File: config.mk
export PLATFORM = sky130hd
export DESIGN_NAME = cpps_ctrl
export DESIGN_NICKNAME = d
export VERILOG_FILES = /design/src/rtl/cpps_pkg.sv /design/src/rtl/cpps_ctrl.sv
export SDC_FILE = /design/constraint.sdc
export NUM_CORES = 1
export LEC_CHECK = 0
export BUFFER_PORTS_ARGS = -buffer_cell sky130_fd_sc_hd__buf_2
export CORE_MARGIN = 5
export CORE_UTILIZATION = 46
export CTS_CLUSTER_DIAMETER = 120
export CTS_CLUSTER_SIZE = 25
export DETAILED_ROUTE_END_ITERATION = 6
export HOLD_SLACK_MARGIN = 0.06
export PLACE_DENSITY = 0.78
export SLEW_MARGIN = 25
export SYNTH_ARGS = -nofsm -noshare
export SYNTH_HDL_FRONTEND = slang
export SYNTH_SLANG_ARGS = --single-unit
File: constraint.sdc
create_clock -name clk_i -period 1.9 [get_ports clk_i]
set_clock_uncertainty 0.2 [all_clocks]
set_input_delay 0.38 -clock clk_i [delete_from_list [all_inputs] [get_ports clk_i]]
set_output_delay 0.38 -clock clk_i [all_outputs]
set_load 0.05 [all_outputs]
File: src/rtl/cpps_pkg.sv
// ----------------------------------------------------------------------------
// cpps_pkg
// Shared types, codes and constants of the convex polygon plane splitter.
// ----------------------------------------------------------------------------
`default_nettype none

package cpps_pkg;

  localparam int MAX_VERTS = 16;
  localparam int CFG_AW    = 3;
  localparam int CFG_DW    = 32;
  localparam int T_BITS    = 24;
  localparam int CNT_W     = 5;

  // 0.05 in Q16.16
  localparam logic signed [31:0] DIST_THR = 32'sd3277;

  typedef enum logic [CFG_AW-1:0] {
    CFG_PLANE_X,
    CFG_PLANE_Y,
    CFG_PLANE_Z,
    CFG_NORMAL_X,
    CFG_NORMAL_Y,
    CFG_NORMAL_Z,
    CFG_SPL_DEPTH,
    CFG_SPL_ORDER
  } cfg_idx_e;

  typedef enum logic [2:0] {
    VD_FRONT,
    VD_BACK,
    VD_COP_FRONT,
    VD_COP_BACK,
    VD_SPLIT,
    VD_OVERFLOW
  } verdict_e;

  typedef enum logic [2:0] {
    OUT_OVF,
    OUT_WHOLE,
    OUT_START,
    OUT_VERT,
    OUT_END
  } out_kind_e;

  typedef enum logic [1:0] {
    RD_WALK,
    RD_A,
    RD_B
  } rd_sel_e;

  typedef logic [2:0][31:0] vec_t;

  typedef struct packed {
    logic signed [31:0] vertex_x;
    logic signed [31:0] vertex_y;
    logic signed [31:0] vertex_z;
    logic [15:0]        poly_depth;
    logic [15:0]        poly_order;
    logic               final_vertex;
  } in_word_t;

  typedef struct packed {
    logic [2:0]         verdict;
    logic               side;
    logic signed [31:0] out_x;
    logic signed [31:0] out_y;
    logic signed [31:0] out_z;
    logic               fragment_end;
    logic               run_end;
  } out_word_t;

  typedef struct packed {
    logic      take;
    logic      mac;
    logic [1:0] comp;
    logic      dist_wr;
    logic      clear;
    logic      scan_init;
    logic      scan_step;
    logic      walk_init;
    logic      walk_next;
    logic      rd_en;
    rd_sel_e   rd_sel;
    logic      isel;
    logic      lat_a;
    logic      lat_b;
    logic      div_init;
    logic      div_step;
    logic      imul;
    logic      frag_back;
    logic      out_load;
    out_kind_e kind;
  } dp_cmd_t;

  typedef struct packed {
    logic take_stored;
    logic take_final;
    logic final_seen;
    logic ovf;
    logic whole;
    logic scan_last;
    logic walk_nlast;
    logic walk_stop;
    logic end_needed;
    logic out_free;
    logic frag;
  } dp_stat_t;

endpackage

`default_nettype wire

File: src/rtl/cpps_ctrl.sv
// ----------------------------------------------------------------------------
// cpps_ctrl
// Sequencer: vertex intake, classification, split search, t division,
// interpolation and emission of the result words.
// ----------------------------------------------------------------------------
`default_nettype none

module cpps_ctrl (
  input  wire logic                 clk_i,
  input  wire logic                 rst_ni,
  input  wire logic                 in_valid_i,
  output logic                      in_ready_o,
  input  wire cpps_pkg::dp_stat_t   stat_i,
  output cpps_pkg::dp_cmd_t         cmd_o
);
  import cpps_pkg::*;

  typedef enum logic [4:0] {
    S_IDLE, S_MAC, S_DIST, S_FINAL, S_OVF_OUT, S_WRD, S_WLD, S_SCAN,
    S_IRA, S_IRB, S_ILAT, S_DIV, S_IMUL, S_START, S_FRD, S_FLD, S_END
  } state_e;

  localparam logic [CNT_W-1:0] DivLast = CNT_W'(T_BITS + 1);

  state_e            state_q, state_d;
  logic [CNT_W-1:0]  cnt_q, cnt_d;
  logic              isel_q, isel_d;

  assign in_ready_o = state_q == S_IDLE;

  always_comb begin
    state_d = state_q;
    cnt_d   = cnt_q;
    isel_d  = isel_q;
    cmd_o   = '0;
    cmd_o.rd_sel = RD_WALK;
    cmd_o.kind   = OUT_OVF;
    cmd_o.isel   = isel_q;
    cmd_o.comp   = cnt_q[1:0];
    unique case (state_q)
      S_IDLE: begin
        if (in_valid_i) begin
          cmd_o.take = 1'b1;
          cnt_d      = '0;
          if (stat_i.take_stored) state_d = S_MAC;
          else if (stat_i.take_final) state_d = S_FINAL;
        end
      end
      S_MAC: begin
        cmd_o.mac = 1'b1;
        cnt_d     = cnt_q + CNT_W'(1);
        if (cnt_q[1:0] == 2'd3) state_d = S_DIST;
      end
      S_DIST: begin
        cmd_o.dist_wr = 1'b1;
        state_d = stat_i.final_seen ? S_FINAL : S_IDLE;
      end
      S_FINAL: begin
        if (stat_i.ovf) begin
          state_d = S_OVF_OUT;
        end else if (stat_i.whole) begin
          cmd_o.walk_init = 1'b1;
          state_d = S_WRD;
        end else begin
          cmd_o.scan_init = 1'b1;
          isel_d  = 1'b0;
          state_d = S_SCAN;
        end
      end
      S_OVF_OUT: begin
        if (stat_i.out_free) begin
          cmd_o.out_load = 1'b1;
          cmd_o.kind     = OUT_OVF;
          cmd_o.clear    = 1'b1;
          state_d = S_IDLE;
        end
      end
      S_WRD: begin
        cmd_o.rd_en = 1'b1;
        state_d = S_WLD;
      end
      S_WLD: begin
        if (stat_i.out_free) begin
          cmd_o.out_load = 1'b1;
          cmd_o.kind     = OUT_WHOLE;
          if (stat_i.walk_nlast) begin
            cmd_o.clear = 1'b1;
            state_d = S_IDLE;
          end else begin
            cmd_o.walk_next = 1'b1;
            state_d = S_WRD;
          end
        end
      end
      S_SCAN: begin
        cmd_o.scan_step = 1'b1;
        if (stat_i.scan_last) state_d = S_IRA;
      end
      S_IRA: begin
        cmd_o.rd_en  = 1'b1;
        cmd_o.rd_sel = RD_A;
        state_d = S_IRB;
      end
      S_IRB: begin
        cmd_o.rd_en  = 1'b1;
        cmd_o.rd_sel = RD_B;
        cmd_o.lat_a  = 1'b1;
        state_d = S_ILAT;
      end
      S_ILAT: begin
        cmd_o.lat_b = 1'b1;
        cnt_d   = '0;
        state_d = S_DIV;
      end
      S_DIV: begin
        if (cnt_q == '0) cmd_o.div_init = 1'b1;
        else             cmd_o.div_step = 1'b1;
        cnt_d = cnt_q + CNT_W'(1);
        if (cnt_q == DivLast) begin
          cnt_d   = '0;
          state_d = S_IMUL;
        end
      end
      S_IMUL: begin
        cmd_o.imul = 1'b1;
        cnt_d      = cnt_q + CNT_W'(1);
        if (cnt_q[1:0] == 2'd3) begin
          if (!isel_q) begin
            isel_d  = 1'b1;
            state_d = S_IRA;
          end else begin
            state_d = S_START;
          end
        end
      end
      S_START: begin
        if (stat_i.out_free) begin
          cmd_o.out_load  = 1'b1;
          cmd_o.kind      = OUT_START;
          cmd_o.walk_init = 1'b1;
          state_d = S_FRD;
        end
      end
      S_FRD: begin
        cmd_o.rd_en = 1'b1;
        state_d = S_FLD;
      end
      S_FLD: begin
        if (stat_i.out_free) begin
          cmd_o.out_load = 1'b1;
          cmd_o.kind     = OUT_VERT;
          if (!stat_i.walk_stop) begin
            cmd_o.walk_next = 1'b1;
            state_d = S_FRD;
          end else if (stat_i.end_needed) begin
            state_d = S_END;
          end else if (!stat_i.frag) begin
            cmd_o.frag_back = 1'b1;
            state_d = S_START;
          end else begin
            cmd_o.clear = 1'b1;
            state_d = S_IDLE;
          end
        end
      end
      S_END: begin
        if (stat_i.out_free) begin
          cmd_o.out_load = 1'b1;
          cmd_o.kind     = OUT_END;
          if (!stat_i.frag) begin
            cmd_o.frag_back = 1'b1;
            state_d = S_START;
          end else begin
            cmd_o.clear = 1'b1;
            state_d = S_IDLE;
          end
        end
      end
      default: state_d = S_IDLE;
    endcase
  end

  always_ff @(posedge clk_i or negedge rst_ni) begin
    if (!rst_ni) begin
      state_q <= S_IDLE;
      cnt_q   <= '0;
      isel_q  <= 1'b0;
    end else begin
      state_q <= state_d;
      cnt_q   <= cnt_d;
      isel_q  <= isel_d;
    end
  end

endmodule

`default_nettype wire

==> run metrics, run 1 <==
cell taking the most area after synthesis dfrtp_1; DP Wirelength about 3500 um; EDFF count, synth 0; largest net degree at the start of global routing 12; ys async rst share 100%; type of pin the worst path ends at primary output; synthesized area between 1000 and 1500 sq um; synth warn 0; Error [ERROR DPL-0038] Utilization greater than 100%, impossible to legalize; post-synthesis cell type count between 50 and 60; CTS root buf clkbuf_4; Synth top area share a little over a fifth; die width between 60 and 70 um; ys flop type dfrtp_1; outcome aborted with a tool error; initial core utilization between 40% and 50%; Synth Instances 157; failing step global routing; clock buffer depth 2; # port buffers 38; GR repair worst EP cmd_o[18]; clk sinks 11; number of buffers created by CTS 3; largest cells by area after synthesis dfrtp_1 22%, nor2_1 5.1%, buf_4 4.8%; Chip Height approximately 62 um; H-tree levels 1; # IOs 39; placed cell count about 260; flops & latches, synth 11; Syn Area/Cell between 8 and 9 sq um; total nets after synthesis ~170; post-synthesis sequential area ratio a little over a fifth; placer congestion estimate roughly 0.94; Rows 19
cells in the mapped netlist (all sizes together) (2+ instances only):
| cell type | instances |
|---|---|
| nor2 | 18 |
| buf | 15 |
| dfrtp | 11 |
| nor3 | 10 |
| a21oi | 9 |
| nand2 | 9 |
| o21ai | 9 |
| inv | 8 |
| nand3 | 6 |
| nor3b | 6 |
| a21o | 4 |
| nor2b | 4 |
| nor4 | 4 |
| and2 | 3 |
| ha | 3 |
| mux2 | 3 |
| nor4b | 3 |
| a31oi | 2 |
| and3b | 2 |
| mux2i | 2 |
| nand3b | 2 |
| o211ai | 2 |
| o31a | 2 |
| or3 | 2 |
| or3b | 2 |
stage by stage:
step | TNS [ns] | hold slack, ns | worst slack, ns | utilization [%] | instance area [sq um]
after CTS | -8.00 | 0.284 | -0.416 | 94.6 | 2540
after detailed placement | -6.95 | 0.0621 | -0.408 | 71.9 | 1930
after global placement | -5.96 | 0.0602 | -0.328 | 71.9 | 1930
after floorplan | -5.96 | -0.116 | -0.512 | - | 1410
logic make-up after synthesis:
logic type               Yosys count  synth area share (%)
AND/OR/NAND/NOR                   75                  37.7
buffers and inverters             24                  11.3
multiplexers                       5                  5.18
XOR/XNOR                           1                 0.697
adder cells (fa/ha/maj)            3                  2.99
AO/OA/AOI/OAI                     38                  20.3
flip-flops                        11                  21.9
timing repair:
item                       4_1_cts
gates resized for setup        119
hold buffers                     1
setup endpoints to repair       32
pin swaps                       15
buffers inserted                19
hold endpoints to repair        11
==> run 2: changes to the inputs <==
- CORE_AREA: unset -> 5 5 66 68
- CORE_MARGIN: 5 -> unset
- CORE_UTILIZATION: 46 -> unset
- CTS_CLUSTER_DIAMETER: 120 -> unset
- CTS_CLUSTER_SIZE: 25 -> unset
- DIE_AREA: unset -> 0 0 71 73
- HOLD_SLACK_MARGIN: 0.06 -> unset
- PLACE_DENSITY: 0.78 -> unset
- PLACE_DENSITY_LB_ADDON: unset -> 0.15
- clock period: 1.9 -> 2.5 ns (I/O delays scaled with it)
==> run 2 against run 1 <==
Compared with the run above: the run now ends clean; area after synthesis did not move; synthesized cell count stayed put.
==> run metrics, run 2 <==
outcome finished clean (was aborted with a tool error); post-synthesis mux area share 5.18% (unchanged); Finished Layout Cells ~250; critical path startpoint category flop; worst r2r path cells 7; area delta synth->final 34.3%; Crit Reg-Reg Endpoint state_q[3]$_DFFE_PN0P_; Sw Ratio 54.2%; VDD IR max ~0.44 mV; largest cells by area after synthesis dfrtp_1 22%, nor2_1 5.1%, buf_4 4.8% (unchanged); cell taking the most area after synthesis dfrtp_1 (unchanged); Largest regs cnt_q x5, state_q x5, isel_q x1; H-tree levels 1 (unchanged); endpoints failing hold 0; Adder-Cell Fraction of Synth Area 2.99% (unchanged); # diodes 0; PD cells ~1300 nW/um^2; Rows 23 (was 19); Seq pwr share approximately 16%; EDFF count, synth 0 (unchanged); most frequent cells in the layout 31 x buf_2, 24 x buf_4, 15 x nor2_1; Final Cycle Share 97.5%; vias in the first global route between 1,000 and 1,500; clock power share ~8.2%; Leak about 0.00080 uW; CP max stage delay about 0.48 ns; Crit path arrival time around 1.7 ns; initial core utilization 33.1% (was 46.8%); die footprint roughly 5200 sq um; Reg2Reg Setup Slack about 0.10 ns; min-delay src stat_i[2]; Max FO, Critical Path 9; total grt overflow 0; Syn Area/Cell 8.00 sq um (unchanged); Total GRT Usage between 10% and 20%; CTS tree done; CTS clk-pin slew, worst paths approximately 0.040 ns; Setup WS post-layout around 0.063 ns; clock buffer depth 2 (unchanged); worst hold slack about 0.34 ns; critical path capture point type primary output; vias 1,311; total nets after synthesis 174 (unchanged); core box area 3800 sq um; final net count about 220; Rel. slew slack between 60 and 70%; CP cell instances or3_4 > nor3_4 > and2_4 > buf_4; final core occ 44.4%; Min-Delay Path Class in2reg; crit path time final 2.44 ns; Chip Height 73 um (was 62.3 um); number of buffers created by CTS 3 (unchanged); # port buffers 38 (unchanged); # IOs 39 (unchanged); ys flop type dfrtp_1 (unchanged); flops & latches, synth 11 (unchanged); crit path kind reg2out; clk sinks 11 (unchanged); RSZ-0062 raised after global routing true; commonest non-fill, non-tap cell in the layout buf_2; Slew @ Worst Pin 0.543 ns; xor-xnor portion of the synthesized cell area 0.697% (unchanged); Routed Antenna Nets 0; placed cell count 244 (was 263); Synth top area share 21.9% (unchanged); drc violations 0; Worst EP required about 1.8 ns; initial antenna violation count 0; placer congestion estimate 0.925 (was 0.940); clk_lat worst skew between 0.2 and 0.25 ns; Endpoint, Worst Hold state_q[4]$_DFFE_PN0P_; largest family of logic cells by synthesized area simple AND/OR/NAND/NOR gates (unchanged); Avg WL per Cell 14.7 um; Simple-Gate Fraction of Synth Area 37.6% (unchanged); Power Internal 981 uW; count leader, synth nor2_1 (unchanged); slowest stage cell, crit path dfrtp_2; ys async rst share 100% (unchanged); worst reg2reg startpoint state_q[2]$_DFFE_PN0P_; DP Wirelength 2890 um (was 3500 um); first-pass GRT wire length slightly above 6000 um; synth warn 0 (unchanged); largest net degree at the start of global routing 15; initial DRC count 69; CTS root buf clkbuf_8 (was clkbuf_4); share of cells above drive strength 1 about 44%; Fmax between 0.4 and 0.5 GHz; synthesized area 1260 sq um (unchanged); total wire length ~3700 um; post-synthesis cell type count 53 (unchanged); Comb power frac between 70% and 80%; Slew Viols, Final 0; Net Switching 1160 uW; setup violators final 0; Setup WS pre-CTS 0.142 ns (was -0.408 ns); Max Cap Viol 0; Compound-Gate Fraction of Synth Area 20.3% (unchanged); post-synthesis sequential area ratio 21.9% (unchanged); Hold Crit Depth 2; Synth Instances 157 (unchanged); fillers 412; Synth top cells by count 17 x nor2_1, 11 x dfrtp_1, 9 x a21oi_1, 9 x nor3_1 (unchanged); first-pass detailed-route iteration total 4; die width 71 um (was 62.3 um); Via density approximately 5.2
==> run 2: cell counts after synthesis <==
Identical to the previous run, type by type.
==> run 2: kinds of logic (layout without fill, tap and decap cells) <==
| family | count (synthesis) | count (layout) |
|---|---|---|
| simple gates | 75 | 75 |
| flops | 11 | 11 |
| fa+ha+maj | 3 | 3 |
| xor+xnor | 1 | 1 |
| compound gates | 38 | 38 |
| mux | 5 | 5 |
| buf+inv | 24 | 70 |
==> run 2: how the worst max path moves through the flow <==
stage	start	endpoint	slack, ns	cells past startpoint
after global placement	stat_i[3]	cmd_o[4]	0.17	6
after CTS	state_q[2]$_DFFE_PN0P_	cmd_o[7]	0.007	4
final	state_q[3]$_DFFE_PN0P_	cmd_o[23]	0.06	4
after detailed placement	stat_i[3]	cmd_o[4]	0.14	6
after global routing	state_q[4]$_DFFE_PN0P_	cmd_o[4]	0.0006	5
after floorplan	state_q[3]$_DFFE_PN0P_	cmd_o[14]	-0.07	5
==> run 2: power groups by stage <==
stage | sequential, uW | combinational [uW] | clock, uW
2_1_floorplan | 288 | 1300 | 0
3_3_place_gp | 346 | 1570 | 0
3_5_place_dp | 348 | 1560 | 0
4_1_cts | 348 | 1580 | 183
5_1_grt | 361 | 1740 | 194
6_report | 352 | 1620 | 175
==> run 2: layout make-up <==
type	instances	area [sq um]	share of cell area, %
clock buffer	4	45.0	2.67
inverter	8	30.0	1.78
multi-input combinational	122	897	53.2
sequential	11	280	16.6
timing repair buffer	58	372	22.0
tap	50	62.6	3.71
==> run 2: timing repair <==
item / CTS / global route
resized for setup: 7 / 18
setup endpoints to repair: 6 / 8
setup buffers: 0 / 4
hold buffers: 1 / 0
hold endpoints to repair: 11 / 0
==> run 2: critical path, delay by kind of cell, from the launching register on <==
family	cells	cell delay, ns
simple gates	3	0.84
flops	1	0.48
buf+inv	1	0.18
==> run 2: metrics by stage <==
stage          TNS [ns]  power, uW  area (sq um)
2_1_floorplan    -0.175       1590          1290
3_3_place_gp          0       1910          1540
3_5_place_dp          0       1910          1540
4_1_cts               0       2110          1610
5_1_grt               0       2300          1690
6_report              0       2140          1690
==> run 2: metal layers <==
metal | wire, um | share of wire, % | up-vias | GRT usage (%)
met5 | 0 | 0 | - | 0
met4 | 57 | 1.5 | 0 | 4.38
met3 | 261 | 7.0 | 6 | 4.27
met2 | 1770 | 48 | 42 | 23.1
met1 | 1620 | 44 | 606 | 18.6
li1 | - | - | 657 | -
No activity file was read; power rests on OpenSTA's default activity.
==> run 3: changes to the inputs <==
- CORE_AREA: 5 5 66 68 -> 2 2 63 65
- DIE_AREA: 0 0 71 73 -> 0 0 65 67
==> run 3 against run 2 <==
Compared with the run above: sequential power is essentially flat; critical path depth up 1; core utilization is 2.7 points higher; wire length increased by 3.3%; sequential share of layout area down 0.20 points; combinational power is essentially flat; die area fell by 16%; design area is 0.74% higher; total power is 1.7% higher; fmax is 1.5% lower; clock power is 2% higher; critical path type unchanged.
==> run metrics, run 3 (synthesis results as in run 2) <==
Largest regs cnt_q x5, state_q x5, isel_q x1 (unchanged); die footprint 4360 sq um (was 5180 sq um); Rows 22 (was 23); RSZ-0062 raised after global routing true (unchanged); setup violators final 0 (unchanged); Setup WS post-layout 0.0249 ns (was 0.0627 ns); crit path time final 2.48 ns (was 2.44 ns); largest net degree at the start of global routing 17 (was 15); Crit Reg-Reg Endpoint state_q[3]$_DFFE_PN0P_ (unchanged); outcome finished clean (unchanged); clk_lat worst skew 0.24 ns (about the same); Routed Antenna Nets 0 (unchanged); Avg WL per Cell 15.3 um (was 14.7 um); drc violations 0 (unchanged); Max FO, Critical Path 5 (was 9); H-tree levels 1 (unchanged); Final Instance Area 1700 sq um (was 1690 sq um); Chip Height 67 um (was 73 um); # IOs 39 (unchanged); CTS root buf clkbuf_8 (unchanged); Reg2Reg Setup Slack 0.09 ns (was 0.10 ns); Via density 5.32 (was 5.18); Setup WS pre-CTS 0.0822 ns (was 0.142 ns); Finished Layout Cells 251 (was 253); final net count 221 (unchanged); vias 1,335 (was 1,311); total wire length 3840 um (was 3720 um); share of cells above drive strength 1 44.8% (was 44.3%); commonest non-fill, non-tap cell in the layout buf_2 (unchanged); placed cell count 240 (was 244); CTS tree done (unchanged); vias in the first global route 1,268 (was 1,292); first-pass detailed-route iteration total 5 (was 4); initial core utilization 34.8% (was 33.1%); most frequent cells in the layout 31 x buf_2, 22 x buf_4, 15 x nor2_1 (was 31 x buf_2, 24 x buf_4, 15 x nor2_1); core box area 3610 sq um (was 3800 sq um); worst reg2reg startpoint state_q[2]$_DFFE_PN0P_ (unchanged); Slew Viols, Final 0 (unchanged); dpl cell area 1520 sq um (was 1540 sq um); initial DRC count 46 (was 69); DP Wirelength 2930 um (was 2890 um); clk sinks 11 (unchanged); worst r2r path cells 7 (unchanged); clock buffer depth 2 (unchanged); Total GRT Usage 17.8% (was 14.4%); CTS clk-pin slew, worst paths 0.05 ns (was 0.04 ns); first-pass GRT wire length 5940 um (was 6050 um); Leak 0.000807 uW (was 0.000798 uW); critical path capture point type primary output (unchanged); area delta synth->final 35.3% (was 34.3%); Final Cycle Share 99.0% (was 97.5%); placer congestion estimate 0.904 (was 0.925); Critical Path Source state_q[4]$_DFFE_PN0P_ (was state_q[3]$_DFFE_PN0P_); PD cells 1280 nW/um^2 (was 1270 nW/um^2); total grt overflow 0 (unchanged); total power 2180 uW (was 2140 uW); die width 65 um (was 71 um); Fmax 0.404 GHz (was 0.410 GHz); Crit path arrival time 1.78 ns (was 1.74 ns); VDD IR max 0.426 mV (was 0.436 mV); Rel. slew slack 63.7% (was 63.5%); crit path kind reg2out (unchanged); Endpoint, Worst Hold state_q[4]$_DFFE_PN0P_ (unchanged); endpoints failing hold 0 (unchanged); number of buffers created by CTS 3 (unchanged); Min-Delay Path Class in2reg (unchanged); critical path startpoint category flop (unchanged); # port buffers 38 (unchanged); Slew @ Worst Pin 0.541 ns (was 0.543 ns); Hold Crit Depth 2 (unchanged); # diodes 0 (unchanged); initial antenna violation count 0 (unchanged); min-delay src stat_i[2] (unchanged); post-route setup TNS 0 ns (unchanged); Worst EP required 1.80 ns (about the same); Max Cap Viol 0 (unchanged)
run 3: cell counts in the layout (fill, tap and decap cells not counted):
Identical to the previous run, type by type.
run 3: layout make-up:
type / instances / area (sq um)
clock buffers: 4 / 45.0
multi-input cells: 122 / 910
well taps: 48 / 60.1
repair buffers: 58 / 375
fillers: 359 / 1910
inverters: 8 / 30.0
flip-flops and latches: 11 / 279
run 3: where the power goes:
part / internal (uW) / switching (uW) / total (uW)
Clock: 112 / 67.4 / 179
Combinational: 628 / 1020 / 1650
Sequential: 246 / 103 / 349
Total: 986 / 1190 / 2180
run 3: critical path, cell delays in order (launching register included):
cell and delay [ns]:
dfrtp_2 0.45, nand3b_2 0.23, or3_4 0.39, a21oi_2 0.17, and2_4 0.16, buf_6 0.15
run 3: worst max-delay path by stage:
stage                      endpoint  cells after the start
after floorplan           cmd_o[14]                      5
after CTS                  cmd_o[4]                      5
after global placement    cmd_o[14]                      5
after detailed placement   cmd_o[4]                      5
after global routing       cmd_o[4]                      5
final                      cmd_o[4]                      5
run 3: through the flow:
step,utilization [%],hold WS (ns)
floorplan,-,0.00441
global placement,42.2,0.189
detailed placement,42.2,0.189
CTS,44.6,0.334
global route,47.1,0.341
finish,47.1,0.344
run 3: timing repair:
item	CTS	global route
endpoints found under the setup margin	9	8
hold buffers	1	0
cloned	0	0
setup buffers	0	6
pin swaps	0	2
resized for setup	13	12
endpoints found under the hold margin	11	0
run 3: routing by layer:
metal,track usage [%],share of wire (%),up-vias
li1,-,-,652
met1,21.7,43,633
met2,31.8,50,46
met3,3.04,5.0,4
met4,5.05,1.7,0
met5,0,0,-
==> run 4: changes to the inputs <==
- PLACE_DENSITY: unset -> 0.65
- PLACE_DENSITY_LB_ADDON: 0.15 -> unset
==> run 4 against run 3 <==
Compared with the run above: largest cell class unchanged; flip-flop and latch count did not move; non-clock buffer count fell by 1; clock power fell by 3%; core utilization rose by 0.069 points; critical path depth fell by 1; via count fell by 2.1%; wire length fell by 11%; design area rose by 0.15%; combinational power fell by 6%; sequential power rose by 7.7%.
==> run metrics, run 4 (synthesis results as in run 2) <==
Slew Viols, Final 0 (unchanged); commonest non-fill, non-tap cell in the layout buf_2 (unchanged); fillers 357 (was 359); Finished Layout Cells 250 (was 251); Seq pwr share 17.9% (was 16.0%); placed cell count 241 (was 240); outcome finished clean (unchanged); crit path kind reg2out (unchanged); Slew @ Worst Pin 0.472 ns (was 0.541 ns); placer congestion estimate 0.904 (about the same); CTS tree done (unchanged); die footprint 4360 sq um (unchanged); Leak 0.000819 uW (was 0.000807 uW); first-pass detailed-route iteration total 4 (was 5); Chip Height 67 um (unchanged); initial DRC count 64 (was 46); dpl cell area 1530 sq um (was 1520 sq um); Final Cycle Share 98.3% (was 99.0%); Sw Ratio 54.8% (about the same); first-pass GRT wire length 5430 um (was 5940 um); VDD IR max 0.316 mV (was 0.426 mV); initial antenna violation count 0 (unchanged); Avg WL per Cell 13.7 um (was 15.3 um); critical path startpoint category flop (unchanged); core box area 3610 sq um (unchanged); final net count 220 (was 221); # port buffers 38 (unchanged); DP Wirelength 2670 um (was 2930 um); vias in the first global route 1,176 (was 1,268); Setup WS post-layout 0.0430 ns (was 0.0249 ns); CTS root buf clkbuf_8 (unchanged); clock buffer depth 2 (unchanged); vias 1,307 (was 1,335); crit path time final 2.46 ns (was 2.48 ns); Largest regs cnt_q x5, state_q x5, isel_q x1 (unchanged); CTS clk-pin slew, worst paths 0.05 ns (about the same); total grt overflow 0 (unchanged); clk_lat worst skew 0.23 ns (was 0.24 ns); Max Cap Viol 0 (unchanged); Fmax 0.407 GHz (was 0.404 GHz); Rows 22 (unchanged); RSZ-0062 raised after global routing true (unchanged); number of buffers created by CTS 3 (unchanged); critical path capture point type primary output (unchanged); Net Switching 1150 uW (was 1190 uW); Crit path arrival time 1.76 ns (was 1.78 ns); setup violators final 0 (unchanged); area delta synth->final 35.5% (was 35.3%); Routed Antenna Nets 0 (unchanged); clock power share 8.3% (was 8.2%); Final Instance Area 1700 sq um (about the same); Worst EP required 1.80 ns (about the same); die width 65 um (unchanged); endpoints failing hold 0 (unchanged); total wire length 3430 um (was 3840 um); Total GRT Usage 16.0% (was 17.8%); largest net degree at the start of global routing 16 (was 17); clk sinks 11 (unchanged); most frequent cells in the layout 30 x buf_2, 21 x buf_4, 15 x nor2_1 (was 31 x buf_2, 22 x buf_4, 15 x nor2_1); Power Internal 948 uW (was 986 uW); Rel. slew slack 68.3% (was 63.7%); Setup WS pre-CTS 0.134 ns (was 0.0822 ns); Comb power frac 73.8% (was 75.8%); PD cells 1230 nW/um^2 (was 1280 nW/um^2); # IOs 39 (unchanged); H-tree levels 1 (unchanged); Min-Delay Path Class in2reg (unchanged); initial core utilization 34.8% (unchanged); drc violations 0 (unchanged); # diodes 0 (unchanged); share of cells above drive strength 1 46.0% (was 44.8%); Max FO, Critical Path 15 (was 5); final core occ 47.2% (was 47.1%); total power 2100 uW (was 2180 uW); Via density 5.23 (was 5.32)
-- run 4: cell count changes in the layout (fill, tap and decap cells not counted), sizes merged --
cell,delta
buf,-4
clkinv,+1
clkbuf,+2
-- run 4: repair_timing --
item	4_1_cts	5_1_grt
hold buffers	1	0
buffers inserted	2	2
resized for setup	7	22
cloned	0	0
hold endpoints to repair	11	0
endpoints found under the setup margin	6	9
-- run 4: power groups by stage --
stage          registers (uW)  logic [uW]  clock network, uW
6_report                  376        1550                174
5_1_grt                   389        1670                187
4_1_cts                   362        1510                181
3_5_place_dp              364        1490                  0
3_3_place_gp              359        1500                  0
2_1_floorplan             288        1300                  0
-- run 4: final timing paths --
check                                       start                     end  slack [ns]  cells after the start
setup / recovery           state_q[2]$_DFFE_PN0P_               cmd_o[23]        0.04                      4
hold reg to reg                isel_q$_DFFE_PN0P_      isel_q$_DFFE_PN0P_        0.37                      2
setup reg to reg           state_q[3]$_DFFE_PN0P_  state_q[1]$_DFFE_PN0P_        0.27                      6
min in group asynchronous                  rst_ni      isel_q$_DFFE_PN0P_        0.46                      2
hold / removal                          stat_i[2]  state_q[4]$_DFFE_PN0P_        0.34                      2
max in group asynchronous                  rst_ni  state_q[1]$_DFFE_PN0P_        1.42                      2
-- run 4: worst max-delay path: stages, from the launching register on --
cell and delay, ns:
dfrtp_2 0.50, or3_4 0.43, nor3_4 0.23, and2_4 0.17, buf_4 0.18
-- run 4: stage by stage --
stage                     setup TNS [ns]  hold WS, ns
after floorplan                   -0.175      0.00441
after global placement                 0        0.192
after detailed placement               0        0.185
after CTS                              0        0.341
after global routing             -0.0207        0.356
final                                  0        0.344
-- run 4: per-layer routing --
metal	GRT usage (%)	up-vias	wire, um
met5	0	-	0
met4	2.93	0	29
met3	2.53	4	154
met2	27.2	35	1630
met1	21.5	615	1620
li1	-	653	-
-- run 4: layout make-up --
type                    instances  area (sq um)  area share, %
multi-input cells             122           917           53.9
inverters                       8          30.0           1.76
well taps                      48          60.1           3.53
clock inverters                 1          5.00          0.294
repair buffers                 57           367           21.5
clock buffers                   3          41.3           2.43
flip-flops and latches         11           282           16.5
